--- config.mk ---
export PLATFORM = sky130hd
export DESIGN_NAME = sacl_ram
export DESIGN_NICKNAME = d
export VERILOG_FILES = /design/src/design/sacl_ram.sv
export SDC_FILE = /design/constraint.sdc
export NUM_CORES = 1
export LEC_CHECK = 0
export BUFFER_PORTS_ARGS = -buffer_cell sky130_fd_sc_hd__buf_2
export CORE_ASPECT_RATIO = 1.5
export CORE_MARGIN = 1.5
export CORE_UTILIZATION = 35
export CTS_CLUSTER_SIZE = 12
export DETAILED_ROUTE_END_ITERATION = 8
export PLACE_DENSITY = 0.54
export SKIP_CTS_REPAIR_TIMING = 1
export SLEW_MARGIN = 10
export SYNTH_ARGS = -nofsm -noshare
export SYNTH_HDL_FRONTEND = slang
export SYNTH_SLANG_ARGS = --single-unit
--- constraint.sdc ---
create_clock -name clk_i -period 1.1 [get_ports clk_i]
set_clock_uncertainty 0.05 [all_clocks]
set_input_delay 0.11 -clock clk_i [delete_from_list [all_inputs] [get_ports clk_i]]
set_output_delay 0.11 -clock clk_i [all_outputs]
set_load 0.01 [all_outputs]
--- src/design/sacl_ram.sv ---
// generic single-write, single-read ram with registered read data
module sacl_ram #(
  parameter int WIDTH = 8,
  parameter int DEPTH = 2
) (
  input  logic                                  clk_i,
  input  logic                                  we_i,
  input  logic [(DEPTH > 1 ? $clog2(DEPTH) : 1)-1:0] waddr_i,
  input  logic [WIDTH-1:0]                      wdata_i,
  input  logic                                  re_i,
  input  logic [(DEPTH > 1 ? $clog2(DEPTH) : 1)-1:0] raddr_i,
  output logic [WIDTH-1:0]                      rdata_o
);
  logic [WIDTH-1:0] mem_q [DEPTH];

  always_ff @(posedge clk_i) begin
    if (we_i) begin
      mem_q[waddr_i] <= wdata_i;
    end
    if (re_i) begin
      rdata_o <= mem_q[raddr_i];
    end
  end
endmodule

# == Yosys cells after proc, flatten, opt, wreduce, memory -nomap -nowiden ==
# Memory sizes are Yosys's and may differ from the RTL's. A register that Yosys moved wholly into a read port is not among the register bits.
# Index checks and enable logic that the tools add are counted.
# totals
reg_bits,0
latch_bits,0
mem_bits_rw,16
romBits,0
word_cells,3
memories,1
# memory_table
memory,depth,width,rd,rd_clocked_by_memory_dff,wr,line,rtl
mem_q,2,8,1,1,1,14,logic [WIDTH-1:0] mem_q [DEPTH];
# op_classes
n_addsub,0
multipliers,0
n_div,0
order_cmp,0
eq_ne,0
n_shift,0
n_mux,2
bitwise_logic,0
n_reduce_logical,0
# op_table
operator,count
$mux 1,2

# == Depth between registers and ports, before layout ==
# logic_depth
word_depth,2
mapped_depth,2
depth_no_buf,1

# == Worst setup path before layout ==
# No wires, ideal clock.
# synth_timing
path_type,input to register
startpoint,input port we_i
endpoint,"memory mem_q[0][0], enable pin"
t_arrival_ns,0.530
required_time_ns,0.677
path_slack_ns,0.147
cell_stages,1
n_path_buf,0
cell_sequence,nor2b_1
# synth_via
elab_chain_len,2
# synth_rtl
item,line,rtl
start: declaration,7,"input logic we_i,"
$mux 1,17,if (we_i) begin
$mux 1 (implied by the code),18,mem_q[waddr_i] <= wdata_i;
end: declaration,14,
# Every way passes these cells.

# == Final worst setup path ==
# layout_timing
startpoint,"register rdata_o[7], read port of mem_q"
endpoint,output port rdata_o[7]
# layout_rtl
item,line,rtl
start: declaration,12,output logic [WIDTH-1:0] rdata_o
# No word-level cell between the ends.

==> results.ini <==
[status]
status=finished clean

[job]
maxCapViolations=0

[hold_path]
hold_path.class=in2reg

[timing]
finalCritPeriodShare_pct=89.67
rsz0062_at_grt=no
hold_violations=0
max_slew_margin_pct=75.38
worst_slew_pin_slew_ns=0.3693
whs_ns=0.07429
max_freq_ghz=1.014
slew_violations=0
setup_violations=0
fin_crit_ns=0.9864
finalSetupTns_ns=0

[cells_and_area]
regArea_sq_um=720.7
syn_to_final_growth_pct=26.77
multi_input_area_sq_um=132.6
diodes=0
nets=81
drive_gt1_share_pct=47.76
fillCellCount=195

[die]
core_sq_um=2286
ios=21
die_h_microns=63.87
fp-row-count=21
dieArea_sq_um=2783
fp.dieW_microns=43.58
initial_core_util_pct=37.82

[logic_synthesis]
synth-edff-count=24
ys_async_sr_fraction_pct=0
synth_area_leader_cell=edfxtp_1
synth_cell_types=5
dominantRegCellSynth=edfxtp_1
netlist_area_sq_um=864.6
yosys_register_bits=24
synth.most_common_cell=edfxtp_1
synthTopCellsByCount=edfxtp_1 (24), mux2_4 (8), and2_1 (1), buf_6 (1), nor2b_1 (1)
avgSynthCellArea_sq_um=24.70
synth_top_area_share_pct=83.36
synth_nets=48
synth_cells=35
ys_seq_area_share_pct=83.36
yosys-top-cells-area=edfxtp_1 (83%), mux2_4 (14%), buf_6 (1.3%)
yosysWarnings=0

[setup_path]
worst_path_max_delay_cell=edfxtp_1
max_stage_delay_ns=0.38
worstSetupPathType=reg2out
cp_data_arrival_time_ns=0.83
cp.required_ns=0.94
crit_family=flip-flops
start_kind=flop
end_kind=primary output
path_cells=buf_2
critical_path_buf_inv_count=1
worstPathMaxFanout=1

[clock_network]
htreeDepth=1
clock-sinks=24
worstSkewPairLatency_ns=0.31
cts_made_buffers=3
path_clk_slew_ns=0.13
root_buffer=clkbuf_4
clk_path_buf_depth=2
cts_tree=yes

[power]
power_density_nw_per_um2=1471
peakVddDrop_mv=0.8548
seqPwrFrac_pct=67.8
pwr-share-clk_pct=23.1
power_mw=1.612
p_int_mw=1.301
power_leakage_nw=0.4316
sw_frac_of_total_pct=19.28
comb_power_share_pct=9.2
power.switching_mw=0.3107

[place]
numPortBuffers=20
gp_congestion=0.5805

[detailed_routing]
avgViaCountPerCell=4.500
via_count=405
drt_iter0_drc=12
drcViolationCount=0
detail_route.wl_per_cell_microns=11.16
wl_mm=1.004
antenna_left=0
drt_first_pass_iters=3

[grt]
grt_max_degree=14
grt_first_pass_wirelength_mm=1.573
grt.overflow.total=0
first_global_vias=372
antenna_found_initial=0
grtUsageTotal_pct=8.156

==> power by group through the flow <==
stage	combinational, mW	clock (mW)	sequential, mW
2_1_floorplan	0.0625	0	1.13
3_3_place_gp	0.126	0	1.11
3_5_place_dp	0.129	0	1.12
4_1_cts	0.129	0.390	1.09
5_1_grt	0.162	0.431	1.10
6_report	0.148	0.372	1.09
==> cell families (layout without fill, tap and decap cells) <==
group | Yosys count | after routing | synth area share (%)
simple gates | 2 | 2 | 1.448
mux | 8 | 8 | 13.89
flops | 24 | 24 | 83.36
buf+inv | 1 | 33 | 1.302
==> worst paths after layout <==
check | slack, ns | cells past startpoint | start | to
setup / recovery | 0.11 | 1 | rdata_o[7] | rdata_o[7]
hold / removal | 0.07 | 1 | re_i | rdata_o[0]
setup reg to reg | 0.15 | 1 | mem_q[1][3] | rdata_o[3]
hold reg to reg | 0.51 | 1 | mem_q[0][1] | rdata_o[1]
==> sequential cells by signal (all words and copies together), names as in the netlist <==
| name | count |
|---|---|
| rdata_o | 8 |
| mem_q | 16 |
==> cells in the final DEF, fill, tap and decap left out, drive strengths merged <==
cell,n
and2,1
nor2b,1
clkbuf,3
clkinv,1
dlygate4sd3,8
buf,21
edfxtp,24
mux2,8
==> layer usage <==
metal | vias to the layer above | global-route usage [%] | part of all wire, %
met5 | - | 0 | 0
met4 | 0 | 6.818 | 1.0
met3 | 2 | 2.825 | 7.5
met2 | 18 | 13.60 | 57
met1 | 185 | 7.491 | 35
li1 | 200 | - | -
==> layout make-up <==
type | count | area share (%)
repair buffers | 29 | 17.12
clock buffers | 3 | 2.055
clock inverters | 1 | 0.3425
flip-flops and latches | 24 | 65.75
multi-input cells | 10 | 12.10
well taps | 23 | 2.626
==> through the flow <==
stage	setup WS (ns)	instance area, sq um	util [%]	std cells
4_1_cts	0.09495	1016	44.44	82
5_1_grt	0.06024	1096	47.95	90
6_report	0.1136	1096	47.95	90
3_3_place_gp	0.1177	989.7	43.30	78
2_1_floorplan	0.1466	864.6	-	35
3_5_place_dp	0.1060	989.7	43.30	78
No activity file was read; power rests on OpenSTA's default activity.
