<file path="src/design/sacl_pkg.sv">
// types and codes shared by the cache tag controller
package sacl_pkg;

  typedef enum logic [1:0] {
    OK_FETCH = 2'd0,
    OK_WT    = 2'd1,
    OK_WB    = 2'd2,
    OK_DONE  = 2'd3
  } out_kind_e;

  typedef struct packed {
    logic        kind;
    logic [63:0] addr;
    logic [6:0]  bytes;
  } in_item_t;

  typedef struct packed {
    out_kind_e   out_kind;
    logic [63:0] lower_addr;
    logic [6:0]  lower_bytes;
    logic        hit;
    logic        last;
  } out_item_t;

  typedef enum logic [3:0] {
    ST_CLEAR,
    ST_IDLE,
    ST_RD,
    ST_EVAL,
    ST_WT,
    ST_FETCH,
    ST_SCAN,
    ST_VIC,
    ST_WB,
    ST_FILL,
    ST_NEXT,
    ST_DONE
  } ctl_state_e;

  typedef struct packed {
    logic      clr_wr;
    logic      accept;
    logic      mem_rd;
    logic      eval;
    logic      emit;
    out_kind_e emit_kind;
    logic      scan_step;
    logic      vic_latch;
    logic      fill_wr;
    logic      next_part;
  } ctl_cmd_t;

  typedef struct packed {
    logic clr_last;
    logic out_free;
    logic is_hit;
    logic is_read;
    logic wb_mode;
    logic need_scan;
    logic scan_last;
    logic victim_dirty;
    logic has_second;
  } dp_stat_t;

endpackage

</file>
<file path="src/design/sacl_ctrl.sv">
// sequencing state machine of the cache tag controller
module sacl_ctrl (
  input  logic                clk_i,
  input  logic                rst_ni,
  input  logic                in_valid_i,
  output logic                in_ready_o,
  input  sacl_pkg::dp_stat_t  stat_i,
  output sacl_pkg::ctl_cmd_t  cmd_o
);
  import sacl_pkg::*;

  ctl_state_e state_q, state_d;
  logic       wt_needed;

  assign wt_needed = !stat_i.is_read && !stat_i.wb_mode;

  always_ff @(posedge clk_i or negedge rst_ni) begin
    if (!rst_ni) begin
      state_q <= ST_CLEAR;
    end else begin
      state_q <= state_d;
    end
  end

  always_comb begin
    state_d = state_q;
    unique case (state_q)
      ST_CLEAR: if (stat_i.clr_last) state_d = ST_IDLE;
      ST_IDLE:  if (in_valid_i) state_d = ST_RD;
      ST_RD:    state_d = ST_EVAL;
      ST_EVAL: begin
        if (wt_needed) state_d = ST_WT;
        else if (stat_i.is_hit) state_d = ST_NEXT;
        else state_d = ST_FETCH;
      end
      ST_WT:    if (stat_i.out_free) state_d = ST_NEXT;
      ST_FETCH: begin
        if (stat_i.out_free) state_d = stat_i.need_scan ? ST_SCAN : ST_VIC;
      end
      ST_SCAN:  if (stat_i.scan_last) state_d = ST_VIC;
      ST_VIC:   state_d = stat_i.victim_dirty ? ST_WB : ST_FILL;
      ST_WB:    if (stat_i.out_free) state_d = ST_FILL;
      ST_FILL:  state_d = ST_NEXT;
      ST_NEXT:  state_d = stat_i.has_second ? ST_RD : ST_DONE;
      ST_DONE:  if (stat_i.out_free) state_d = ST_IDLE;
      default:  state_d = ST_CLEAR;
    endcase
  end

  always_comb begin
    cmd_o      = '0;
    cmd_o.emit_kind = OK_DONE;
    in_ready_o = 1'b0;
    unique case (state_q)
      ST_CLEAR: cmd_o.clr_wr = 1'b1;
      ST_IDLE: begin
        in_ready_o   = 1'b1;
        cmd_o.accept = in_valid_i;
      end
      ST_RD:   cmd_o.mem_rd = 1'b1;
      ST_EVAL: cmd_o.eval = 1'b1;
      ST_WT: begin
        cmd_o.emit      = stat_i.out_free;
        cmd_o.emit_kind = OK_WT;
      end
      ST_FETCH: begin
        cmd_o.emit      = stat_i.out_free;
        cmd_o.emit_kind = OK_FETCH;
      end
      ST_SCAN: cmd_o.scan_step = 1'b1;
      ST_VIC:  cmd_o.vic_latch = 1'b1;
      ST_WB: begin
        cmd_o.emit      = stat_i.out_free;
        cmd_o.emit_kind = OK_WB;
      end
      ST_FILL: cmd_o.fill_wr = 1'b1;
      ST_NEXT: cmd_o.next_part = stat_i.has_second;
      ST_DONE: begin
        cmd_o.emit      = stat_i.out_free;
        cmd_o.emit_kind = OK_DONE;
      end
      default: cmd_o.clr_wr = 1'b0;
    endcase
  end
endmodule

</file>
<file path="config.mk">
export PLATFORM = sky130hd
export DESIGN_NAME = sacl_ctrl
export DESIGN_NICKNAME = d
export VERILOG_FILES = /design/src/design/sacl_pkg.sv /design/src/design/sacl_ctrl.sv
export SDC_FILE = /design/constraint.sdc
export NUM_CORES = 1
export LEC_CHECK = 0
export BUFFER_PORTS_ARGS = -buffer_cell sky130_fd_sc_hd__buf_2
export CORE_MARGIN = 1
export CORE_UTILIZATION = 40
export DETAILED_ROUTE_END_ITERATION = 8
export GPL_ROUTABILITY_DRIVEN = 0
export PLACE_DENSITY = 0.7
export SLEW_MARGIN = 20
export SYNTH_ARGS = -nofsm -noshare
export SYNTH_HDL_FRONTEND = slang
export SYNTH_SLANG_ARGS = --single-unit
</file>
<file path="constraint.sdc">
create_clock -name clk_i -period 1.9 [get_ports clk_i]
set_clock_uncertainty 0.15 [all_clocks]
set_input_delay 0.095 -clock clk_i [delete_from_list [all_inputs] [get_ports clk_i]]
set_output_delay 0.095 -clock clk_i [all_outputs]
set_load 0.01 [all_outputs]
</file>
After elaboration in Yosys (flattened, before gate mapping)
Index checks and enable logic that the tools add are counted.
{"block": "classes", "n_mux": 23, "n_reduce_logical": 5, "n_eq_ne": 18}
{"cell": "$pmux W4 S12", "count": 1}
{"cell": "$mux W4", "count": 10}
{"cell": "$eq A4 B3 Y1 const B", "count": 4}
{"cell": "$eq A4 B4 Y1 const B", "count": 4}
{"cell": "$ne A2 B2 Y1 const B", "count": 7}
{"cell": "$pmux W3 S4", "count": 1}
{"cell": "$mux W1", "count": 11}
{"cell": "$eq A4 B2 Y1 const B", "count": 2}
{"cell": "$reduce_and A7 Y1", "count": 1}
{"cell": "$eq A4 B1 Y1 const B", "count": 1}
{"cell": "$logic_not A4 Y1", "count": 1}
{"cell": "$logic_not A1 Y1", "count": 2}
{"cell": "$logic_and A1 B1 Y1", "count": 1}
{"block": "totals", "reg_bits": 4, "output_inout_bits": 12}

Longest topological paths before layout
Gate-level depths: netlist of run 1.
{"block": "depth", "ltp_word": 4, "depth_mapped": 5}

Worst setup path after synthesis of run 1
No wires, ideal clock.
{"block": "synth_path", "path_type": "register to register", "startpoint": "reg state_q[1]", "endpoint": "reg state_q[1]", "path_stages_with_launch": 6, "required_ns": 1.628, "arrival_time_ns": 1.450, "path_slack_ns": 0.178, "cell_sequence": "dfrtp_1 buf_6 or3_4 o32a_1 and2_4 a32o_1"}
{"block": "synth_between", "elab_chain_len": 3, "elab_cells_between_ends": 21, "classes_between": "eq/ne (18); mux (1); reduce/logical (2)"}
{"item": "start, declared", "line": "sacl_ctrl.sv:12", "rtl": "ctl_state_e state_q, state_d;"}
{"item": "start signal, assigned", "line": "sacl_ctrl.sv:21", "rtl": "state_q <= state_d;"}
{"item": "$eq A4 B3 Y1, or another cell as far along", "line": "sacl_ctrl.sv:27", "rtl": "unique case (state_q)"}
{"item": "$ne A2 B2 Y1 (no line)"}
{"item": "$reduce_and A7 Y1 (no line)"}
Parallel ways exist; a longest one is shown, timed or not.
A chain may end at the register's enable or synchronous reset.

Worst setup path in the final report of run 1
{"block": "layout_path", "startpoint": "reg state_q[0]", "endpoint": "reg state_q[1]"}
Same word-level chain as after synthesis.

==> impl_metrics.toml, run 1 <==
[outcome]
status = "completed"

[global_routing]
grt_max_degree = 15
antenna_found_initial = 0
grt_pass1_wl_um = 2320
track_usage_pct = 21.6
first_global_vias = 536
grt.overflow.total = 0

[die]
dieArea_um2 = 1480
core_area_um2 = 1170
die_h_um = 38.4
ios = 24
die_w_um = 38.4
start_util_pct = 45.3
num_rows = 12

[cts]
cts_root_buf = "clkbuf_4"
worstSkewPairLatency_ns = 0.22
h-tree-depth = 1
cts_buffers = 3
clock_sinks = 4
cts_max_path_buffers = 2
cts_tree = "done"
cts.reportedPaths.clkPinSlew_ns = 0.03

[critical_path]
crit_end = "state_q[1]"
cp_slowest_cell = "dfrtp_1"
worstSetupPathType = "flip-flop to flip-flop"
reg2reg_to = "state_q[1]"
worst-endpoint-required_ns = 1.86
crit_start = "state_q[0]"
slowest_delay_ns = 0.47
crit_path_end_kind = "flip-flop"
r2r_setup_slack_ns = 0.12
crit_chain = "nand2b_1 -> o32a_1 -> and2_4 -> a32o_1"
cp_max_fo = 10
r2r_cells = 4
worstReg2RegStart = "state_q[0]"
cp.arrival_ns = 1.73
startpoint_type = "flip-flop"

[finish]
antenna_cells = 0
stdcell_count = 112
top_register = "state_q"
synthToLayoutAreaGrowth_pct = 33.0
layout_common_cells = "buf_2 (23), nor3_1 (7), nor2_1 (6)"
largest_reg_flops = 4
final_common_cell = "buf_2"
biggestRegsByFlops = "state_q: 4 flops"
final_nets = 112
drive_gt1_share_pct = 40.8

[timing]
worst_slew_pin_slew_ns = 0.418
rsz0062_at_grt = "false"
max_slew_margin_pct = 71.8
totalNegativeSetupSlack_ns = 0
fin_crit_ns = 1.78
fmax_mhz = 563
min_period_over_period_pct = 93.5
slew_viol_final = 0
hold_violations = 0
setup_violations = 0

[synth]
ys.flop_type = "dfrtp_1"
synth_top_family_by_area = "compound AO/OA/AOI/OAI gates"
postSynthAreaPerCell_um2 = 7.37
ys_ff_latch = 4
yosysWarningCount = 0
synthMuxAreaShare_pct = 2.12
synth-seq-area-share_pct = 18.9
synthAdderAreaFrac_pct = 0
synth-xor-area-share_pct = 0
synth_edf_count = 0
synth_cells = 72
syn-cell-area_um2 = 531
synth.distinct_cells = 40
async_flop_share_pct = 100
synth-simple-area-share_pct = 30.9
synth_compound_area_share_pct = 38.2
syn-num-nets = 84

[drt]
wl_per_cell_um = 12.4
drt-total-wl_um = 1390
drt-pass1-iter-count = 4
dr_total_vias = 635
vias_per_cell = 5.67
drc = 0
drtIter0Drc = 19
drtAntennaViolNets = 0

[placement]
place_inst = 108
dp_hpwl_um = 1100
io_buffers = 23

[pwr]
vdd_drop_max_v = 0.000778
leakage_nw = 0.318
power.total_mw = 1.20
p_per_area_nw_per_um2 = 1710

[run]
cap_violations = 0

[hold_path]
hold_path_class = "primary input to asynchronous set/reset pin"
## timing repair
item / CTS / global route
endpoints found under the setup margin: 0 / 1
hold buffers: 1 / 0
buffers inserted: 0 / 0
hold endpoints to repair: 4 / 0
resized for setup: 0 / 1
## cell type report
type | count | area (um2)
inverters | 5 | 18.8
fillers | 115 | 465
well taps | 14 | 17.5
multi-input cells | 57 | 384
repair buffers | 29 | 163
flip-flops and latches | 4 | 100
clock buffers | 3 | 22.5
## per-layer routing
layer,up-vias,global-route usage [%],share of wire (%)
met3,0,1.74,4.6
met2,20,37.3,53
met5,-,0,0
met1,291,29.9,43
li1,324,-,-
met4,0,2.59,0
## worst min path at each step
stage | from | end | slack (ns)
floorplan | rst_ni | state_q[0] | -0.35
global placement | rst_ni | state_q[3] | -0.25
detailed placement | rst_ni | state_q[3] | -0.25
CTS | rst_ni | state_q[3] | 0.05
global route | rst_ni | state_q[3] | 0.05
finish | rst_ni | state_q[3] | 0.06
## per-stage QoR
step	util [%]	instance area [um2]	setup slack, ns	hold WS (ns)
after CTS	59.7	699	0.123	0.0472
final	60.3	706	0.123	0.0567
after global placement	56.9	667	0.179	-0.250
after detailed placement	56.9	667	0.128	-0.249
after floorplan	-	531	0.178	-0.351
after global routing	60.3	706	0.0285	0.0487
## cells in the mapped netlist, types with 2 or more instances
library cell / n / area, um2
buf_2: 3 / 15.0
a31oi_1: 2 / 12.5
inv_1: 2 / 7.51
o21ai_0: 4 / 20.0
nand2_1: 4 / 15.0
nor2_1: 6 / 22.5
and2_1: 2 / 12.5
o21a_1: 2 / 15.0
dfrtp_1: 4 / 100
nor3_1: 7 / 35.0
nand2b_1: 3 / 18.8
inv_2: 2 / 7.51
a21oi_1: 4 / 20.0
## power by group
part | total [mW] | switching [mW] | internal [mW]
Clock | 0.0961 | 0.0261 | 0.0700
Sequential | 0.215 | 0.0820 | 0.133
Combinational | 0.893 | 0.478 | 0.415
Total | 1.20 | 0.586 | 0.618
## cells by family after synthesis
group,count (synthesis)
buffers and inverters,11
multiplexers,1
AND/OR/NAND/NOR,29
AO/OA/AOI/OAI,27
flip-flops,4
## worst max-delay path, delay by kind of cell (launching register included)
kind,cells,cell delay [ns]
compound gates,2,0.63
flops,1,0.47
simple gates,2,0.42
No activity file was read; power rests on OpenSTA's default activity.
==> run 2, diff against run 1 <==
==> constraint.sdc (replaced) <==
create_clock -name clk_i -period 1.9 [get_ports clk_i]
set_clock_uncertainty 0.15 [all_clocks]
set_input_delay 0.38 -clock clk_i [delete_from_list [all_inputs] [get_ports clk_i]]
set_output_delay 0.38 -clock clk_i [all_outputs]
set_load 0.01 [all_outputs]
==> run 2 against run 1 <==
The run now ends with negative setup slack left. Register-to-register slack worse by 0.08 ns. Sequential share of layout area down 0.50 points. Clock power up 6%. Utilization up 5.3 points. Sequential cell count unchanged. Critical path depth unchanged. Hold slack better by 0.27 ns. Critical path type is now flip-flop to output port. Critical endpoint is now cmd_o[6]. Highest routed layer is now met4.
==> impl_metrics.toml, run 2 (synthesized netlist as in run 1, its figures left out) <==
[global_routing]
track_usage_pct = 22.7
grt_pass1_wl_um = 2340
grt.overflow.total = 0
first_global_vias = 569
grt_max_degree = 15
antenna_found_initial = 0

[cts]
cts_root_buf = "clkbuf_4"
cts_buffers = 3
cts_tree = "done"
cts.reportedPaths.clkPinSlew_ns = 0.04
cts_max_path_buffers = 2
clock_sinks = 4
h-tree-depth = 1
worstSkewPairLatency_ns = 0.23

[critical_path]
cp.arrival_ns = 1.45
startpoint_type = "flip-flop"
slowest_delay_ns = 0.43
cp_slowest_cell = "dfrtp_2"
worstSetupPathType = "flip-flop to output port"
worst-endpoint-required_ns = 1.37
crit_path_end_kind = "output port"
cp_max_fo = 5
crit_chain = "buf_4 -> nor3b_2 -> o31a_1 -> buf_2"

[die]
die_h_um = 38.4
dieArea_um2 = 1480
start_util_pct = 45.3
core_area_um2 = 1170
ios = 24
die_w_um = 38.4
num_rows = 12

[timing]
worst_slew_pin_slew_ns = 0.384
rsz0062_at_grt = "true"
hold_violations = 0
min_period_over_period_pct = 104
max_slew_margin_pct = 74.1
setup_violations = 4
fin_crit_ns = 1.98
worst_slack_ns = -0.0787
slew_viol_final = 0
fmax_mhz = 505

[drt]
vias_per_cell = 5.84
drc = 0
drt-total-wl_um = 1530
dr_total_vias = 672
wl_per_cell_um = 13.3
drtAntennaViolNets = 0
drtIter0Drc = 10
drt-pass1-iter-count = 5

[pwr]
p_int_uw = 697
p_per_area_nw_per_um2 = 1740
combinationalPowerShare_pct = 75.0
vdd_drop_max_v = 0.000825
power.total_mw = 1.34
pwr-share-clk_pct = 7.6
sw_frac_of_total_pct = 47.9
p_seq_share_pct = 17.4
leakage_nw = 0.336
p_switching_uw = 642

[finish]
antenna_cells = 0
largest_reg_flops = 4
layout_common_cells = "buf_2 (22), nor3_1 (7), buf_4 (6)"
postLayoutCellArea_um2 = 768
biggestRegsByFlops = "state_q: 4 flops"
final_nets = 115
final_common_cell = "buf_2"
top_register = "state_q"
stdcell_count = 115
synthToLayoutAreaGrowth_pct = 44.8
drive_gt1_share_pct = 51.5

[outcome]
status = "finished with violations"
violations = "negative setup slack"

[placement]
dpl_cell_area_um2 = 659
dp_hpwl_um = 1070
place_ws_ns = 0.0969
place_inst = 107
io_buffers = 23

[hold_path]
hold_path_class = "primary input to asynchronous set/reset pin"

[run]
cap_violations = 0
-- run 2: cell count changes in the layout (fill, tap and decap cells not counted), moves of 2 or more --
| cell | previous run | this run |
|---|---|---|
| nor2_1 | 6 | 4 |
| dfrtp_2 | 0 | 4 |
| dfrtp_1 | 4 | 0 |
| buf_6 | 0 | 3 |
-- run 2: per-layer routing --
layer / wire [um] / track usage, %
met1: 618 / 26.2
met5: 0 / 0
met3: 69 / 3.49
met2: 825 / 43.2
met4: 20 / 5.17
-- run 2: power groups by stage --
| stage | clock network (mW) | registers [mW] | logic, mW |
|---|---|---|---|
| 2_1_floorplan | 0 | 0.160 | 0.701 |
| 3_3_place_gp | 0 | 0.219 | 0.840 |
| 3_5_place_dp | 0 | 0.220 | 0.849 |
| 4_1_cts | 0.106 | 0.228 | 0.895 |
| 5_1_grt | 0.111 | 0.243 | 1.09 |
| 6_report | 0.102 | 0.233 | 1.00 |
-- run 2: timing repair --
action,in CTS,in global routing
hold buffers,1,0
gates resized for setup,6,8
endpoints found under the setup margin,4,6
endpoints found under the hold margin,4,0
pin swaps,1,4
setup buffers,2,2
-- run 2: per-stage QoR --
step,hold WS (ns),setup TNS [ns],util (%)
finish,0.331,-0.209,65.6
global route,0.341,-0.421,65.6
CTS,0.327,-0.0618,61.5
detailed placement,0.0387,0,56.3
global placement,0.0373,0,56.3
floorplan,-0.0656,0,-
-- run 2: worst paths after layout --
kind,slack (ns),from,cells after the start,end
worst max register to register,0.04,state_q[1],5,state_q[1]
worst max-delay path,-0.08,state_q[1],4,cmd_o[6]
max in group asynchronous,1.13,rst_ni,2,state_q[1]
worst min register to register,0.62,state_q[3],2,state_q[2]
min in group clk_i,0.37,stat_i[0],4,state_q[3]
worst min-delay path,0.33,rst_ni,2,state_q[3]
-- run 2: cell type report --
class,count,area (um2)
tap,14,17.5
clock buffer,3,22.5
sequential,4,105
fill,110,403
inverter,5,18.8
multi-input combinational,57,405
timing repair buffer,32,199
-- run 2: critical path: cells and delay by family, from the launching register on --
family / cells / cell delay, ns
DFF: 1 / 0.43
buffers and inverters: 2 / 0.29
AOI/OAI and AO/OA: 1 / 0.21
and+or+nand+nor: 1 / 0.29
